[config.mk]
export PLATFORM = sky130hd
export DESIGN_NAME = crc8fc_frame
export DESIGN_NICKNAME = d
export VERILOG_FILES = /design/src/crc8fc_pkg.sv /design/src/crc8fc_frame.sv
export SDC_FILE = /design/constraint.sdc
export NUM_CORES = 1
export LEC_CHECK = 0
export BUFFER_PORTS_ARGS = -buffer_cell sky130_fd_sc_hd__buf_2
export CAP_MARGIN = 15
export CORE_MARGIN = 2
export CORE_UTILIZATION = 40
export DETAILED_ROUTE_END_ITERATION = 10
export MAX_ROUTING_LAYER = met4
export PLACE_DENSITY_LB_ADDON = 0.12
export SLEW_MARGIN = 20
export SYNTH_ARGS = -nofsm -noshare
export SYNTH_HDL_FRONTEND = slang
export SYNTH_SLANG_ARGS = --single-unit
[constraint.sdc]
create_clock -name clk -period 3 [get_ports clk]
set_input_delay 0.6 -clock clk [delete_from_list [all_inputs] [get_ports clk]]
set_output_delay 0.6 -clock clk [all_outputs]
set_load 0.02 [all_outputs]
[src/crc8fc_pkg.sv]
package crc8fc_pkg;

    // default frame layout
    localparam int FRAME_BYTES_DEF   = 6;
    localparam int PAYLOAD_BYTES_DEF = 2;

    // crc-8 definition: poly x^8 + x^2 + x + 1, msb first, no reflection
    localparam logic [7:0] CRC_POLY   = 8'h07;
    localparam logic [7:0] CRC_TOP    = 8'h80;
    localparam logic [7:0] CRC_INIT   = 8'h00;
    localparam logic [7:0] SYNC_RESET = 8'hAA;

    // frame status codes
    localparam logic [1:0] STATUS_OK       = 2'd0;
    localparam logic [1:0] STATUS_BAD_SYNC = 2'd1;
    localparam logic [1:0] STATUS_BAD_CRC  = 2'd2;

    // one finished frame report
    typedef struct packed {
        logic [1:0]  frame_status;
        logic [7:0]  command;
        logic [15:0] payload;
        logic [7:0]  received_crc;
    } frame_result_t;

    // byte-wise crc update, eight shift steps unrolled
    function automatic logic [7:0] crc8_update(input logic [7:0] crc, input logic [7:0] data);
        logic [7:0] v;
        v = crc ^ data;
        for (int k = 0; k < 8; k++) begin
            if ((v & CRC_TOP) != 8'h00)
            begin
                v = {v[6:0], 1'b0} ^ CRC_POLY;
            end
            else
            begin
                v = {v[6:0], 1'b0};
            end
        end
        return v;
    endfunction

endpackage

[src/crc8fc_frame.sv]
module crc8fc_frame
    import crc8fc_pkg::*;
#(
    parameter int FRAME_BYTES   = FRAME_BYTES_DEF,
    parameter int PAYLOAD_BYTES = PAYLOAD_BYTES_DEF
)
(
    input  logic          clk,
    input  logic          rst_n,
    input  logic          cfg_we,
    input  logic [7:0]    cfg_wdata,
    input  logic          byte_fire,
    input  logic [7:0]    rx_byte,
    output logic          at_last,
    output logic          result_fire,
    output frame_result_t result
);

    localparam int POS_W     = $clog2(FRAME_BYTES);
    localparam int CRC_POS   = FRAME_BYTES - 2;
    localparam int LAST_POS  = FRAME_BYTES - 1;
    localparam int CAP_BYTES = (PAYLOAD_BYTES < 2) ? PAYLOAD_BYTES : 2;

    logic [7:0]       sync_reg;
    logic [POS_W-1:0] pos_reg,      pos_next;
    logic [7:0]       crc_reg,      crc_next;
    logic             sync_ok_reg,  sync_ok_next;
    logic [7:0]       cmd_reg,      cmd_next;
    logic [15:0]      payload_reg,  payload_next;
    logic [7:0]       chk_reg,      chk_next;
    logic [7:0]       pos_ext;
    logic [1:0]       status;

    assign pos_ext = 8'(pos_reg);
    assign at_last = (pos_ext == 8'(LAST_POS));

    // sync byte register
    always_ff @(posedge clk or negedge rst_n)
    begin
        if (!rst_n)
        begin
            sync_reg <= SYNC_RESET;
        end
        else if (cfg_we)
        begin
            sync_reg <= cfg_wdata;
        end
    end

    // per-byte frame update
    always_comb
    begin
        pos_next     = pos_reg;
        crc_next     = crc_reg;
        sync_ok_next = sync_ok_reg;
        cmd_next     = cmd_reg;
        payload_next = payload_reg;
        chk_next     = chk_reg;
        if (byte_fire)
        begin
            if (at_last)
            begin
                pos_next     = '0;
                crc_next     = CRC_INIT;
                sync_ok_next = 1'b0;
                cmd_next     = 8'h00;
                payload_next = 16'h0000;
                chk_next     = 8'h00;
            end
            else
            begin
                pos_next = pos_reg + 1'b1;
                if (pos_ext < 8'(CRC_POS))
                begin
                    crc_next = crc8_update(crc_reg, rx_byte);
                    if (pos_ext == 8'd0)
                    begin
                        sync_ok_next = (rx_byte == sync_reg);
                    end
                    else if (pos_ext == 8'd1)
                    begin
                        cmd_next = rx_byte;
                    end
                    else if (pos_ext < 8'(2 + CAP_BYTES))
                    begin
                        // payload byte, first one in the low half
                        if (pos_ext == 8'd2)
                        begin
                            payload_next[7:0] = payload_reg[7:0] | rx_byte;
                        end
                        else
                        begin
                            payload_next[15:8] = payload_reg[15:8] | rx_byte;
                        end
                    end
                end
                else if (pos_ext == 8'(CRC_POS))
                begin
                    chk_next = rx_byte;
                end
            end
        end
    end

    // frame state registers
    always_ff @(posedge clk or negedge rst_n)
    begin
        if (!rst_n)
        begin
            pos_reg     <= '0;
            crc_reg     <= CRC_INIT;
            sync_ok_reg <= 1'b0;
            cmd_reg     <= 8'h00;
            payload_reg <= 16'h0000;
            chk_reg     <= 8'h00;
        end
        else
        begin
            pos_reg     <= pos_next;
            crc_reg     <= crc_next;
            sync_ok_reg <= sync_ok_next;
            cmd_reg     <= cmd_next;
            payload_reg <= payload_next;
            chk_reg     <= chk_next;
        end
    end

    // status of the finished frame, bad sync wins over bad crc
    always_comb
    begin
        if (!sync_ok_reg)
        begin
            status = STATUS_BAD_SYNC;
        end
        else if (chk_reg != crc_reg)
        begin
            status = STATUS_BAD_CRC;
        end
        else
        begin
            status = STATUS_OK;
        end
    end

    // report built from the held fields when the spare byte arrives
    assign result_fire         = byte_fire && at_last;
    assign result.frame_status = status;
    assign result.command      = cmd_reg;
    assign result.payload      = payload_reg;
    assign result.received_crc = chk_reg;

`ifndef SYNTH
    // position never runs past the spare byte
    a_pos_range: assert property (@(posedge clk) disable iff (!rst_n)
        pos_ext <= 8'(LAST_POS))
        else $error("byte position beyond frame end");

    // counter restarts after a finished frame
    a_pos_wrap: assert property (@(posedge clk) disable iff (!rst_n)
        result_fire |=> (pos_reg == '0) && (crc_reg == CRC_INIT) && !sync_ok_reg)
        else $error("frame state not cleared after report");
`endif

endmodule

After elaboration in Yosys (flattened, before gate mapping):

Cells that the tools add are included.

* bits in read-only memories: 0
* logic and storage cells: 94
* bits of input ports: 20
* register bits after elaboration: 52
* output and inout port bits: 36
* latch bits: 0
* memories kept: 0
* bits in writable memories: 0

* order comparisons: 1
* $mul: 0
* divide/modulo/power cells: 0
* reductions and logical operators: 13
* muxes and demuxes: 50
* equality and inequality tests: 10
* bitwise gates (word level): 11
* add/subtract/negate cells: 1
* shift-type cells: 0

Operators with widths (count)
* 2-to-1 mux 8 bit: 32
* 2-to-1 mux 16 bit: 4
* 2-to-1 mux 3 bit: 9
* NOT 3 bit: 8
* OR 8 bit: 2
* AND reduction 5 bit: 2
* nonzero test 2 bit: 5
* equality test 8 bit: 1
* zero test 8 bit: 1
* inequality test 2 bit, second input constant: 4
* inequality test 8 bit: 1
* XOR 8 bit: 1
* equality test 3 bit, second input constant: 2
* AND reduction 3 bit: 2
* 2-to-1 mux 2 bit: 2
* AND reduction 4 bit: 1
* adder 3 x 1 -> 3 bit, second input constant: 1
* equality test 3 x 1 -> 1 bit, second input constant: 1
* equality test 3 x 2 -> 1 bit, second input constant: 1
* < comparator 3 bit, second input constant: 1
* 2-to-1 mux 1 bit: 3
* AND reduction 2 bit: 1
* logical AND 1 bit: 1

Logic depth before layout (Yosys ltp):

Gate-level depths: netlist of the first run.

* word-level depth: 40
* mapped depth: 7
* gate-level depth less buffers: 4

Worst setup path before layout of the first run:

Ideal clock, no wire load.

* kind: register to output
* from: reg pos_reg[1]
* to: out result_fire
* buffers on the path: 2
* required time: 2400 ps
* arrival time: 1344 ps
* stages on the path, launching flop included: 6
* setup slack: 1056 ps
* path through: dfrtp_1 nand3b_2 inv_2 and2_1 buf_2 buf_2

* longest elaborated chain between the ends: 2

Ends and longest elaborated chain
* from (decl): line crc8fc_frame.sv:25 `logic [POS_W-1:0] pos_reg, pos_next;`
* from (signal assigned): line crc8fc_frame.sv:119 `pos_reg <= pos_next;`
* equality test 3 bit: line crc8fc_frame.sv:35 `assign at_last = (pos_ext == 8'(LAST_POS));`
* named net at_last: line crc8fc_frame.sv:14 `output logic at_last,`
* logical AND 1 bit: line crc8fc_frame.sv:146 `assign result_fire = byte_fire && at_last;`
* to (decl): line crc8fc_frame.sv:15 `output logic result_fire,`

The timed path passes the listed nets, and every way through them passes these cells.

Final worst setup path of the first run:

* from: reg pos_reg[0]
* to: out result_fire

* longest elaborated chain between the ends: 2

Ends and longest elaborated chain (line)
* equality test 3 bit: crc8fc_frame.sv:35
* logical AND 1 bit: crc8fc_frame.sv:146

Every way passes these cells.

==> reports/results.txt, run 1 <==
The run finished with clean final reports. The number of buffers and inverters on the critical path is 3. For the worst setup path, the data required time is 2400 ps. Entering global routing, the biggest net connects 29 pins. The final sum of negative setup slack was 0 ps; the post-CTS clock slew at the launch and capture registers of the worst setup and hold paths was 90 ps. For the first-pass GRT wire length, the log shows 9.52 mm. The delay contributed by the slowest stage of the critical path is 530 ps, and the number of setup violations in the final report is 0.

After floorplanning, the core was sized to cover 5990 um2. The worst setup path is captured at a primary output. The number of gates resized after CTS is 0.

On the critical path the largest part of the delay comes from flip-flops. The sequential fraction of the synthesis area was 51.9%; the count of final hold-check violations was 0. In this run the vertical extent of the chip is 83.3 um. The analysis attributes to cell leakage a power of 1.45 nW. The cell type of the slowest stage on the worst timing path was sky130_fd_sc_hd__dfrtp_1. Summing every instance area after synthesis gives 2520 um2.

The violation count after the first detailed-routing iteration is 102, and the async set-or-reset flop fraction in the synthesized netlist is 100%. For the worst hold margin, the log shows 302 ps. The die covers 6940 um2. Subtracting the final worst setup slack from the clock period gives 2320 ps. The most critical setup path has its startpoint at pos_reg[0]. The maximum fanout encountered on the critical timing path is 17. The via density per instance came out at 5.01. The run gives 1850 as the via count of the first global-routing pass. The via count of the routed design was 1823; the power density over the cells was 1060 nW/um2.

The critical path goes through nand3b_2, inv_2, and2_1, buf_4, buf_2. The number of DRC violations after detailed routing was 0; the top-level port count was 56. The layout has 575 filler cells. The run gives 0 as the total of hold buffers inserted after clock tree synthesis. TritonCTS built the clock tree.

The number of buffers added by the clock tree synthesis step was 5. The destination of the worst register-to-register timing path was payload_reg[1]. Setup repair after global routing left no endpoint under its margin. The logs give 0 for the number of pins exceeding their max-slew limit in the final report and 237 for the number of standard cells after synthesis. The number of buffers inserted by port buffering works out to 55. The worst max-slew margin expressed relative to the limit was 59.0%. The most instantiated flip-flop cell in the synthesis netlist was sky130_fd_sc_hd__dfrtp_1. The number of antenna diodes in the final layout is 0. For this block, the routed nets add up to 5.71 mm of wire. The share of cells above drive strength 1 works out to 30.1%.

CTS saw 52 sinks. The growth of design area from synthesis to finish is 16.2%. For the H-tree depth, the log shows 2. In this run the worst hold path is classified as primary input to async pin. The tools report the multi-input combinational cell area as 1110 um2. For this run, the number of Yosys warnings is 0. The final cycle utilization of the critical path is 77.2%. Registers take 1310 um2.

The worst-case setup margin in the final layout is 683 ps, and the count of cell types in the netlist is 36. IR analysis of the VDD net gives a maximum drop of 0.446 mV. Counting flops with a built-in enable in the synthesized netlist gives 0. Prior to clock tree synthesis, the placed netlist has a worst setup slack of 1010 ps. Once detail routing completed, the nets flagged for antenna violations numbered 0. The critical setup path kind is flop to primary output. The tools report the number of buffers on the longest clock path as 2.

The chip width is 83.3 um. Routability-driven placement finished with a final weighted congestion of 0.801. The first TritonRoute pass finished after 4 iterations. The mean instance size in the synthesized netlist was 10.6 um2. In this run the clock root is driven by a sky130_fd_sc_hd__clkbuf_8.

The total overflow left after global routing is 0. The register-to-register path setup slack is 1300 ps. The initial antenna violation count is 0, and the synthesis-stage register bit count is 52. The number of nets in the finished design is 308. The clock reaches the later pin of the worst-skew pair after 300 ps.

Flip-flop count of the largest register, all copies and words added: 16. The worst register-to-register path begins at pos_reg[2]. Once the floorplan was initialized, standard cells occupied 42.0% of the core.

When the netlist entered floorplanning its net count stood at 257. The cell count of the worst reg-to-reg path came out at 4. Based on the critical path, the design can be clocked at up to 432 MHz. At the worst endpoint, the arrival time is 1720 ps. Global routing used 17.7% of the available tracks across all layers. Between clock sinks in the finished design, the worst skew comes to 3.43 ps.

The wire length per cell after detailed routing works out to 15.7 um. The startpoint type of the worst setup path is a flop. After floorplanning, the core was divided into 28 placement rows. The buffer count from post-CTS setup fixing was 0; the number of violations of the max-capacitance limit was 0. Summed over all nets, the half-perimeter wirelength after detailed placement is 4.25 mm. The worst-margin pin slew was 614 ps.
==> power by group <==
group	internal, mW	total, mW	switching, mW
Clock	0.167	0.394	0.227
Sequential	0.994	1.24	0.247
Combinational	0.643	1.48	0.832
Total	1.80	3.11	1.31
==> cell type report <==
| cell class | instances | area share [%] |
|---|---|---|
| Tap cell | 75 | 3.21 |
| Clock buffer | 7 | 2.61 |
| Multi-Input combinational cell | 163 | 37.9 |
| Clock inverter | 1 | 0.299 |
| Inverter | 7 | 0.898 |
| Sequential cell | 52 | 44.7 |
| Timing Repair Buffer | 59 | 10.4 |
==> how the worst max path moves through the flow <==
stage                        to  slack [ps]  cells after the start
detailed placement  result_fire        1010                      5
global route        result_fire         550                      5
global placement    result_fire        1060                      5
finish              result_fire         680                      5
floorplan           result_fire        1060                      5
CTS                 result_fire         670                      5
==> worst register-to-register path: cells and delay by family, from the launching register on <==
family	cells	cell delay, ps
simple gates	3	1020
flops	1	470
compound gates	1	150
==> kinds of logic after synthesis <==
group                  synth area share, %
AO/OA/AOI/OAI                         10.2
XOR/XNOR                              18.0
buffers and inverters                 4.08
flip-flops                            51.9
multiplexers                          4.03
AND/OR/NAND/NOR                       11.8
==> cell usage after synthesis (2+ instances only) <==
cell,number,area share [%]
sky130_fd_sc_hd__dfstp_2,4,4.2
sky130_fd_sc_hd__dfrtp_1,48,48
sky130_fd_sc_hd__nand2_1,33,4.9
sky130_fd_sc_hd__buf_2,7,1.4
sky130_fd_sc_hd__xor2_2,2,1.3
sky130_fd_sc_hd__mux2_2,9,4.0
sky130_fd_sc_hd__nor4_1,2,0.50
sky130_fd_sc_hd__clkbuf_1,6,0.89
sky130_fd_sc_hd__nand3_1,4,0.80
sky130_fd_sc_hd__xor2_1,13,4.5
sky130_fd_sc_hd__a21oi_1,22,4.4
sky130_fd_sc_hd__o21ai_0,7,1.4
sky130_fd_sc_hd__o21ai_1,14,2.8
sky130_fd_sc_hd__xnor2_1,17,5.9
sky130_fd_sc_hd__xor3_1,3,2.8
sky130_fd_sc_hd__o22ai_1,4,0.99
sky130_fd_sc_hd__nor2_1,17,2.5
sky130_fd_sc_hd__inv_1,6,0.89
sky130_fd_sc_hd__xnor3_1,2,1.8
==> per-stage QoR <==
stage	instances	area [um2]	total power, mW	util (%)
after floorplan	237	2520	2.33	-
after global placement	356	2840	2.73	47.4
after detailed placement	356	2840	2.75	47.4
after CTS	364	2930	3.15	48.8
after global routing	364	2930	3.36	48.8
final	364	2930	3.11	48.8
==> layer usage <==
layer	up-vias	GRT usage, %	wire, um	part of all wire [%]
li1	885	-	-	-
met1	881	23.6	2680	47
met2	48	27.0	2650	46
met3	9	3.48	274	4.8
met4	0	6.26	111	1.9
met5	-	-	0	0
==> placed cells by master (no fill, tap or decap), types with 2 or more instances in the layout <==
cell type	Yosys	final
sky130_fd_sc_hd__xnor3_1	2	2
sky130_fd_sc_hd__nand2_1	33	33
sky130_fd_sc_hd__dfstp_2	4	4
sky130_fd_sc_hd__nor2_1	17	17
sky130_fd_sc_hd__clkbuf_1	6	2
sky130_fd_sc_hd__xor3_1	3	3
sky130_fd_sc_hd__buf_4	1	4
sky130_fd_sc_hd__dfrtp_1	48	48
sky130_fd_sc_hd__a21oi_1	22	22
sky130_fd_sc_hd__nor4_1	2	2
sky130_fd_sc_hd__nand3_1	4	4
sky130_fd_sc_hd__buf_2	7	55
sky130_fd_sc_hd__o21ai_0	7	7
sky130_fd_sc_hd__mux2_2	9	9
sky130_fd_sc_hd__inv_1	6	6
sky130_fd_sc_hd__o22ai_1	4	4
sky130_fd_sc_hd__xor2_2	2	2
sky130_fd_sc_hd__xnor2_1	17	17
sky130_fd_sc_hd__o21ai_1	14	14
sky130_fd_sc_hd__xor2_1	13	13
sky130_fd_sc_hd__clkbuf_8	0	5
No activity file was read; power rests on OpenSTA's default activity.
==> inputs of run 2 (changes only) <==
==> constraint.sdc (replaced) <==
create_clock -name clk -period 2.1 [get_ports clk]
set_input_delay 0.42 -clock clk [delete_from_list [all_inputs] [get_ports clk]]
set_output_delay 0.42 -clock clk [all_outputs]
set_load 0.02 [all_outputs]
==> run 2 against run 1 <==
Effect of this change: hold slack worse by 210 ps; total power up 44%; sequential power up 44%; critical path type unchanged.
==> reports/results.txt, run 2 (synthesis gave the netlist of run 1 again) <==
The startpoint type of the worst setup path was a flop (unchanged). After layout, the worst path uses 93.3% of the clock period. Number of inserted filler cells in the final layout: 582 (was 575).

The commonest non-fill, non-tap cell in the layout is sky130_fd_sc_hd__buf_2 (unchanged). The post-route antenna net violation count is 0 (unchanged), and the initial antenna violation count is 0 (unchanged). For the first-pass iteration count of the detailed router, the log shows 4 (unchanged). The pin count of the biggest net entering global routing is 53 (was 29), and the area of all sequential standard cells is 1310 um2 (about the same). The worst max-slew margin expressed relative to the limit is 59.7% (was 59.0%), and the growth of design area from synthesis to finish is 17.0% (was 16.2%). The run finished with clean final reports. For the H-tree depth, the log shows 2 (unchanged). The total power draw is 4.46 mW (was 3.11 mW). Chip width: 83.3 um (unchanged). Share of cells above drive strength 1: 30.7% (was 30.1%). The tools report the worst path arrival time as 1540 ps (was 1720 ps). The power share of the combinational group came out at 47.5% (was 47.4%). For the number of setup violations in the final report, the log shows 0 (unchanged). The number of violations of the max-capacitance limit came out at 0 (unchanged). The number of nets in the finished design was 309 (was 308); the instance area at placement was 2860 um2 (was 2840 um2). The CTS sink count was 52 (unchanged); the final instance area was 2950 um2 (was 2930 um2). The count of standard-cell rows is 28 (unchanged), and the wire length per cell after detailed routing is 15.6 um (was 15.7 um). The register-to-register path setup slack was 500 ps (was 1300 ps).

Worst-margin pin slew: 603 ps (was 614 ps). The run gives 365 (was 364) as the filler-free cell count of the finished design. Sequential share of power: 39.9% (about the same). For the number of pins exceeding their max-slew limit in the final report, the log shows 0 (unchanged).

The first-pass GRT wire length was 9.15 mm (was 9.52 mm); the number of buffers inserted by port buffering was 55 (unchanged). The maximum fanout encountered on the critical timing path was 3 (was 17); the initial cell density of the core was 42.0% (unchanged). The number of buffers added by the clock tree synthesis step was 5 (unchanged); the top-level port count was 56 (unchanged).

The destination of the worst register-to-register timing path was crc_reg[2] (was payload_reg[1]). The full die area was 6940 um2 (unchanged). The total internal power was 2.59 mW (was 1.80 mW); the post-CTS clock slew at the launch and capture registers of the worst setup and hold paths was 90 ps (about the same). The total of hold buffers inserted after clock tree synthesis was 0 (unchanged); the die height was 83.3 um (unchanged). The insertion delay to the later sink of the worst-skew pair is 300 ps (about the same), and the total net switching power is 1.88 mW (was 1.31 mW). The flip-flop count of the largest register, all copies and words added works out to 16 (unchanged). The tools report the half-perimeter wire length after placement as 4.14 mm (was 4.25 mm). The tools report the clock share of power as 12.6% (was 12.7%).

The logs give 17.3% (was 17.7%) for the global-route usage over all layers and 357 (was 356) for the count of placed standard cells including taps. The switching part of the total power works out to 42.0% (about the same). The multi-input combinational cell area is 1110 um2 (unchanged), and the standby leakage power is 1.45 nW (about the same). The count of final hold-check violations was 0 (unchanged). Most frequent cells in the layout: sky130_fd_sc_hd__buf_2, sky130_fd_sc_hd__dfrtp_1, sky130_fd_sc_hd__nand2_1, sky130_fd_sc_hd__a21oi_1 (unchanged). The tools report the via count of the routed design as 1794 (was 1823).

The cell count of the worst reg-to-reg path was 4 (unchanged). The path class of the lowest-slack min-delay path was primary input to async pin (unchanged). The tools report the number of DRC violations after detailed routing as 0 (unchanged). The tools report the weighted congestion at the end of routability-driven global placement as 0.839 (was 0.801). Setup repair after global routing left no endpoint under its margin. The core area was 5990 um2 (unchanged); the antenna diode count was 0 (unchanged). The power density over the cells came out at 1510 nW/um2 (was 1060 nW/um2). TritonCTS built the clock tree. The logs give 0 (unchanged) for the global-route congestion overflow total and 1680 ps (was 2400 ps) for the data required time at the worst endpoint.

Type of element capturing the critical path: a primary output (unchanged). The tools report the overall routed net length as 5.71 mm (about the same). The launch point of the worst reg-to-reg path was crc_reg[6] (was pos_reg[2]). The peak supply drop came out at 0.871 mV (was 0.446 mV). The critical setup path kind is flop to primary output (unchanged). The logs give 93 (was 102) for the violation count after the first detailed-routing iteration and 92.6 ps (was 302 ps) for the worst hold margin.

The highest clock frequency the design can meet came out at 510 MHz. The via density per instance works out to 4.92 (was 5.01). The run gives 2 (unchanged) as the number of buffers on the longest clock path. The final sum of negative setup slack came out at 0 ps (unchanged).

The worst path needs 1960 ps of the cycle, external delays included. The cell chosen for the clock root is sky130_fd_sc_hd__clkbuf_8 (unchanged). The final clock skew is 6.17 ps (was 3.43 ps), and the via count of the first global-routing pass is 1760 (was 1850).
[run 2: cell types whose count changed in the layout (fill, tap and decap cells not counted)]
| cell | previous run | this run |
|---|---|---|
| sky130_fd_sc_hd__buf_12 | 0 | 1 |
| sky130_fd_sc_hd__dfrtp_1 | 48 | 47 |
| sky130_fd_sc_hd__dfrtp_2 | 0 | 1 |
[run 2: worst max-delay path, stage by stage, from the launching register on]
cell and delay (ps):
sky130_fd_sc_hd__dfrtp_1 460, sky130_fd_sc_hd__xor2_1 180, sky130_fd_sc_hd__nor4_1 310, sky130_fd_sc_hd__a21oi_1 120, sky130_fd_sc_hd__buf_2 170
[run 2: power groups by stage]
stage | Sequential [mW] | Combinational [mW] | Clock, mW
finish | 1.78 | 2.12 | 0.562
global route | 1.84 | 2.33 | 0.622
CTS | 1.78 | 2.15 | 0.588
detailed placement | 1.80 | 2.14 | 0
global placement | 1.80 | 2.11 | 0
floorplan | 2.07 | 1.26 | 0
[run 2: final cells by class]
type / count / area share [%]
Timing Repair Buffer: 60 / 11.0
Multi-Input combinational cell: 163 / 37.6
Clock inverter: 1 / 0.297
Sequential cell: 52 / 44.4
Inverter: 7 / 0.892
Tap cell: 75 / 3.18
Clock buffer: 7 / 2.59
[run 2: worst max path at each step]
stage / depth (start not counted) / slack, ps / end / startpoint
2_1_floorplan: 5 / 340 / result_fire / pos_reg[1]
3_3_place_gp: 5 / 390 / crc_reg[2] / rx_byte[6]
3_5_place_dp: 5 / 370 / crc_reg[7] / rx_byte[6]
4_1_cts: 4 / 90 / result_fire / pos_reg[0]
5_1_grt: 4 / 9 / result[33] / crc_reg[6]
6_report: 4 / 140 / result[33] / crc_reg[6]
[run 2: repair_timing]
| action | CTS | global route |
|---|---|---|
| setup buffers | 0 | 0 |
| resized for setup | 0 | 1 |
| setup endpoints to repair | 0 | 1 |
[run 2: layer usage]
| layer | global-route usage [%] | wire length, um |
|---|---|---|
| met1 | 22.2 | 2560 |
| met2 | 28.3 | 2790 |
| met4 | 4.47 | 65 |
| met5 | - | 0 |
| met3 | 3.48 | 293 |
[run 2: per-stage QoR]
step / utilization (%) / worst slack [ps]
CTS: 49.2 / 91.9
global placement: 47.7 / 386
detailed placement: 47.7 / 371
global route: 49.2 / 8.52
floorplan: - / 336
finish: 49.2 / 141
==> inputs of run 3 (changes only) <==
--- a/config.mk
+++ b/config.mk
@@ -5,6 +5,7 @@
 export SDC_FILE = /design/constraint.sdc
 export NUM_CORES = 1
 export LEC_CHECK = 0
+export ABC_AREA = 1
 export BUFFER_PORTS_ARGS = -buffer_cell sky130_fd_sc_hd__buf_2
 export CAP_MARGIN = 15
 export CORE_MARGIN = 2
==> run 3 against run 2 <==
Effect of this change: synthesized area rose by 1.9%; register-to-register slack improved by 200 ps; non-clock buffer count fell by 3; hold slack improved by 4.6 ps; highest routed layer unchanged.
==> reports/results.txt, run 3 <==
The final design utilization was 48.5% (was 49.2%). The peak supply drop came out at 0.644 mV (was 0.871 mV). The worst max-slew margin expressed relative to the limit came out at 60.8% (was 59.7%). The number of buffers on the longest clock path is 2 (unchanged). The logs give 3.76% (was 3.48%) for the met3 demand-to-capacity share in global routing and 310 ps (was 300 ps) for the insertion delay to the later sink of the worst-skew pair.

The final clock skew is 8.87 ps (was 6.17 ps). The initial antenna violation count is 0 (unchanged), and the number of nets in the finished design is 400 (was 309). Fraction of the mapped netlist area in compound gates: 10.2% (about the same). The number of DRC violations after detailed routing was 0 (unchanged); the sequential fraction of the synthesis area was 50.9% (was 51.9%). For the number of setup violations in the final report, the log shows 0 (unchanged). The number of enable-type register cells in the synthesized netlist was 0 (unchanged). Post-CTS clock slew at the launch and capture registers of the worst setup and hold paths: 100 ps (was 90 ps). Most area-consuming cells after synthesis: sky130_fd_sc_hd__dfrtp_1, sky130_fd_sc_hd__nand2_1, sky130_fd_sc_hd__inv_1 (was sky130_fd_sc_hd__dfrtp_1, sky130_fd_sc_hd__xnor2_1, sky130_fd_sc_hd__nand2_1). The run gives 2 (unchanged) as the H-tree depth. The instance area at placement is 2950 um2 (was 2860 um2). Most instantiated flip-flop cell in the synthesis netlist: sky130_fd_sc_hd__dfrtp_1 (unchanged). For the standby leakage power, the log shows 1.62 nW (was 1.45 nW).

The final sum of negative setup slack is 0 ps (unchanged). Initial cell density of the core: 40.9% (was 42.0%). The area share of fa/ha/maj cells after synthesis was 0% (unchanged). The cell chosen for the clock root is sky130_fd_sc_hd__clkbuf_8 (unchanged). For the global-route met1 utilization, the log shows 28.4% (was 22.2%).

The post-layout minimum cycle time is 1990 ps (was 1960 ps), and the top-level port count is 56 (unchanged). Area share of the largest cell type after synthesis: 46.8% (was 47.7%). The mean instance size in the synthesized netlist came out at 8.02 um2 (was 10.6 um2). Commonest non-fill, non-tap cell in the layout: sky130_fd_sc_hd__nand2_1 (was sky130_fd_sc_hd__buf_2). Startpoint type of the worst setup path: a flop (unchanged).

Power density over the cells: 1490 nW/um2 (was 1510 nW/um2). The run gives 4.55 mW (was 4.46 mW) as the total power draw. The tools report the warning count from the yosys run as 0 (unchanged).

The chip width is 84.1 um (was 83.3 um). The data required time at the worst endpoint came out at 1680 ps (about the same). The worst-margin pin slew works out to 588 ps (was 603 ps). The cell type with the largest total area after synthesis is sky130_fd_sc_hd__dfrtp_1 (unchanged). Setup repair after global routing could not meet its margin everywhere. Via density per instance: 4.76 (was 4.92). The buffer count from post-CTS setup fixing was 0 (unchanged).

The total of hold buffers inserted after clock tree synthesis was 0 (unchanged); the final cycle utilization of the critical path was 94.8% (was 93.3%). The CTS sink count was 52 (unchanged); the number of standard cells after synthesis was 320 (was 237). The async set-or-reset flop fraction in the synthesized netlist came out at 100% (unchanged). The tools report the type of element capturing the critical path as a primary output (unchanged). The logs give 0 (unchanged) for the antenna diode count and 109 ps (was 141 ps) for the worst-case setup margin in the final layout. Most frequent cells in the layout: sky130_fd_sc_hd__nand2_1, sky130_fd_sc_hd__buf_2, sky130_fd_sc_hd__dfrtp_1, sky130_fd_sc_hd__inv_1, sky130_fd_sc_hd__o21ai_1 (was sky130_fd_sc_hd__buf_2, sky130_fd_sc_hd__dfrtp_1, sky130_fd_sc_hd__nand2_1, sky130_fd_sc_hd__a21oi_1).

Top cells by count, synth: sky130_fd_sc_hd__nand2_1, sky130_fd_sc_hd__dfrtp_1, sky130_fd_sc_hd__inv_1 (was sky130_fd_sc_hd__dfrtp_1, sky130_fd_sc_hd__nand2_1, sky130_fd_sc_hd__a21oi_1). The number of buffers inserted by port buffering came out at 55 (unchanged). The via count of the first global-routing pass came out at 2072 (was 1760). The tools report the highest clock frequency the design can meet as 502 MHz (was 510 MHz). The tools report the worst path arrival time as 1570 ps (was 1540 ps). The flow ran to the end, and the final reports show no timing, DRC or antenna violations. The pin count of the biggest net entering global routing was 32 (was 53); the half-perimeter wire length after placement was 4.89 mm (was 4.14 mm). The multiplexer share of the synthesized area works out to 1.32% (was 4.03%). The core area was 6280 um2 (was 5990 um2); the full die area was 7070 um2 (was 6940 um2).

The flip-flop count of the largest register, all copies and words added is 16 (unchanged), and the number of buffers added by the clock tree synthesis step is 5 (unchanged). The logs give 0.879 (was 0.839) for the weighted congestion at the end of routability-driven global placement and 28.7% (was 28.3%) for the met2 global-route usage. The count of final hold-check violations is 0 (unchanged). The number of pins exceeding their max-slew limit in the final report is 0 (unchanged), and the die height is 84.1 um (was 83.3 um).

The tools report the synthesized area as 2570 um2 (was 2520 um2). The run gives 4 (unchanged) as the first-pass iteration count of the detailed router. The layer with the highest usage after global routing is met2 (unchanged).

The maximum fanout encountered on the critical timing path was 5 (was 3). The largest family of logic cells by synthesized area is simple AND/OR/NAND/NOR gates (was XOR/XNOR gates). The via count of the routed design came out at 2181 (was 1794).

The tools report the global-route congestion overflow total as 0 (unchanged). The XOR/XNOR share of the synthesized area came out at 6.00% (was 18.0%). The growth of design area from synthesis to finish is 18.7% (was 17.0%), and the synthesized net count is 340 (was 257). The logs give 0 (unchanged) for the post-route antenna net violation count and 700 ps (was 500 ps) for the register-to-register path setup slack. The most numerous cell in the Yosys netlist was sky130_fd_sc_hd__nand2_1 (was sky130_fd_sc_hd__dfrtp_1).

First-pass GRT wire length: 10.6 mm (was 9.15 mm). TritonCTS built the clock tree. The overall routed net length is 6.57 mm (was 5.71 mm), and the worst hold margin is 97.3 ps (was 92.6 ps). The final instance area came out at 3050 um2 (was 2950 um2). The wire length per cell after detailed routing is 14.4 um (was 15.6 um). Critical setup path kind: flop to primary output (unchanged). Pre-CTS setup slack: 353 ps (was 371 ps). The count of placed standard cells including taps was 450 (was 357). Simple-gate share of the synthesized area: 24.1% (was 11.8%).

The run gives 458 (was 365) as the filler-free cell count of the finished design. The share of cells above drive strength 1 came out at 25.2% (was 30.7%). The run gives 19.9% (was 17.3%) as the global-route usage over all layers. Path class of the lowest-slack min-delay path: primary input to async pin (unchanged). The run gives 29 (was 28) as the count of standard-cell rows.

The violation count after the first detailed-routing iteration was 150 (was 93); the synthesis-stage register bit count was 52 (unchanged). The logs give 25 (was 36) for the count of cell types in the netlist and 0 (unchanged) for the number of violations of the max-capacitance limit.
run 3: kinds of logic (layout without fill, tap and decap cells):
kind of cell | Yosys count | in the layout
DFF | 52 | 52
and+or+nand+nor | 151 | 151
buffers and inverters | 50 | 111
AOI/OAI and AO/OA | 49 | 49
muxes | 3 | 3
xor gates and xnor gates | 15 | 15
run 3: where the power goes:
part / internal (mW) / switching (mW) / total, mW
Sequential: 1.42 / 0.303 / 1.73
Clock: 0.269 / 0.343 / 0.612
Combinational: 0.795 / 1.42 / 2.21
run 3: final timing paths:
path                              start           to  depth (start not counted)
max                          crc_reg[0]   result[33]                          6
min in group clk           cfg_wdata[1]  sync_reg[1]                          3
min                               rst_n   crc_reg[0]                          1
min reg2reg                  cmd_reg[5]   cmd_reg[5]                          2
max reg2reg                  pos_reg[2]   crc_reg[7]                          6
max in group asynchronous         rst_n  sync_reg[1]                          2
run 3: worst max-delay path, stage by stage (launching register included):
cell	delay, ps
sky130_fd_sc_hd__dfrtp_1	400
sky130_fd_sc_hd__inv_1	120
sky130_fd_sc_hd__or2_2	120
sky130_fd_sc_hd__nand4_1	110
sky130_fd_sc_hd__nor3_2	270
sky130_fd_sc_hd__nor2_1	70
sky130_fd_sc_hd__buf_2	160
run 3: area by class of cell:
| class | instances | area (um2) |
|---|---|---|
| clock buffers | 7 | 86.3 |
| clock inverters | 1 | 7.51 |
| fillers | 632 | 3230 |
| inverters | 46 | 173 |
| multi-input cells | 218 | 1070 |
| flip-flops and latches | 52 | 1310 |
| well taps | 77 | 96.3 |
| repair buffers | 57 | 303 |
run 3: timing repair:
item | 4_1_cts | 5_1_grt
endpoints found under the setup margin | 1 | 1
gates resized for setup | 1 | 1
pin swaps | 0 | 0
run 3: per-layer routing:
layer	up-vias	routed length (um)	part of all wire, %
met5	-	0	0
met4	0	140	2.1
met3	10	198	3.0
met2	34	2900	44
met1	1015	3340	51
li1	1122	-	-
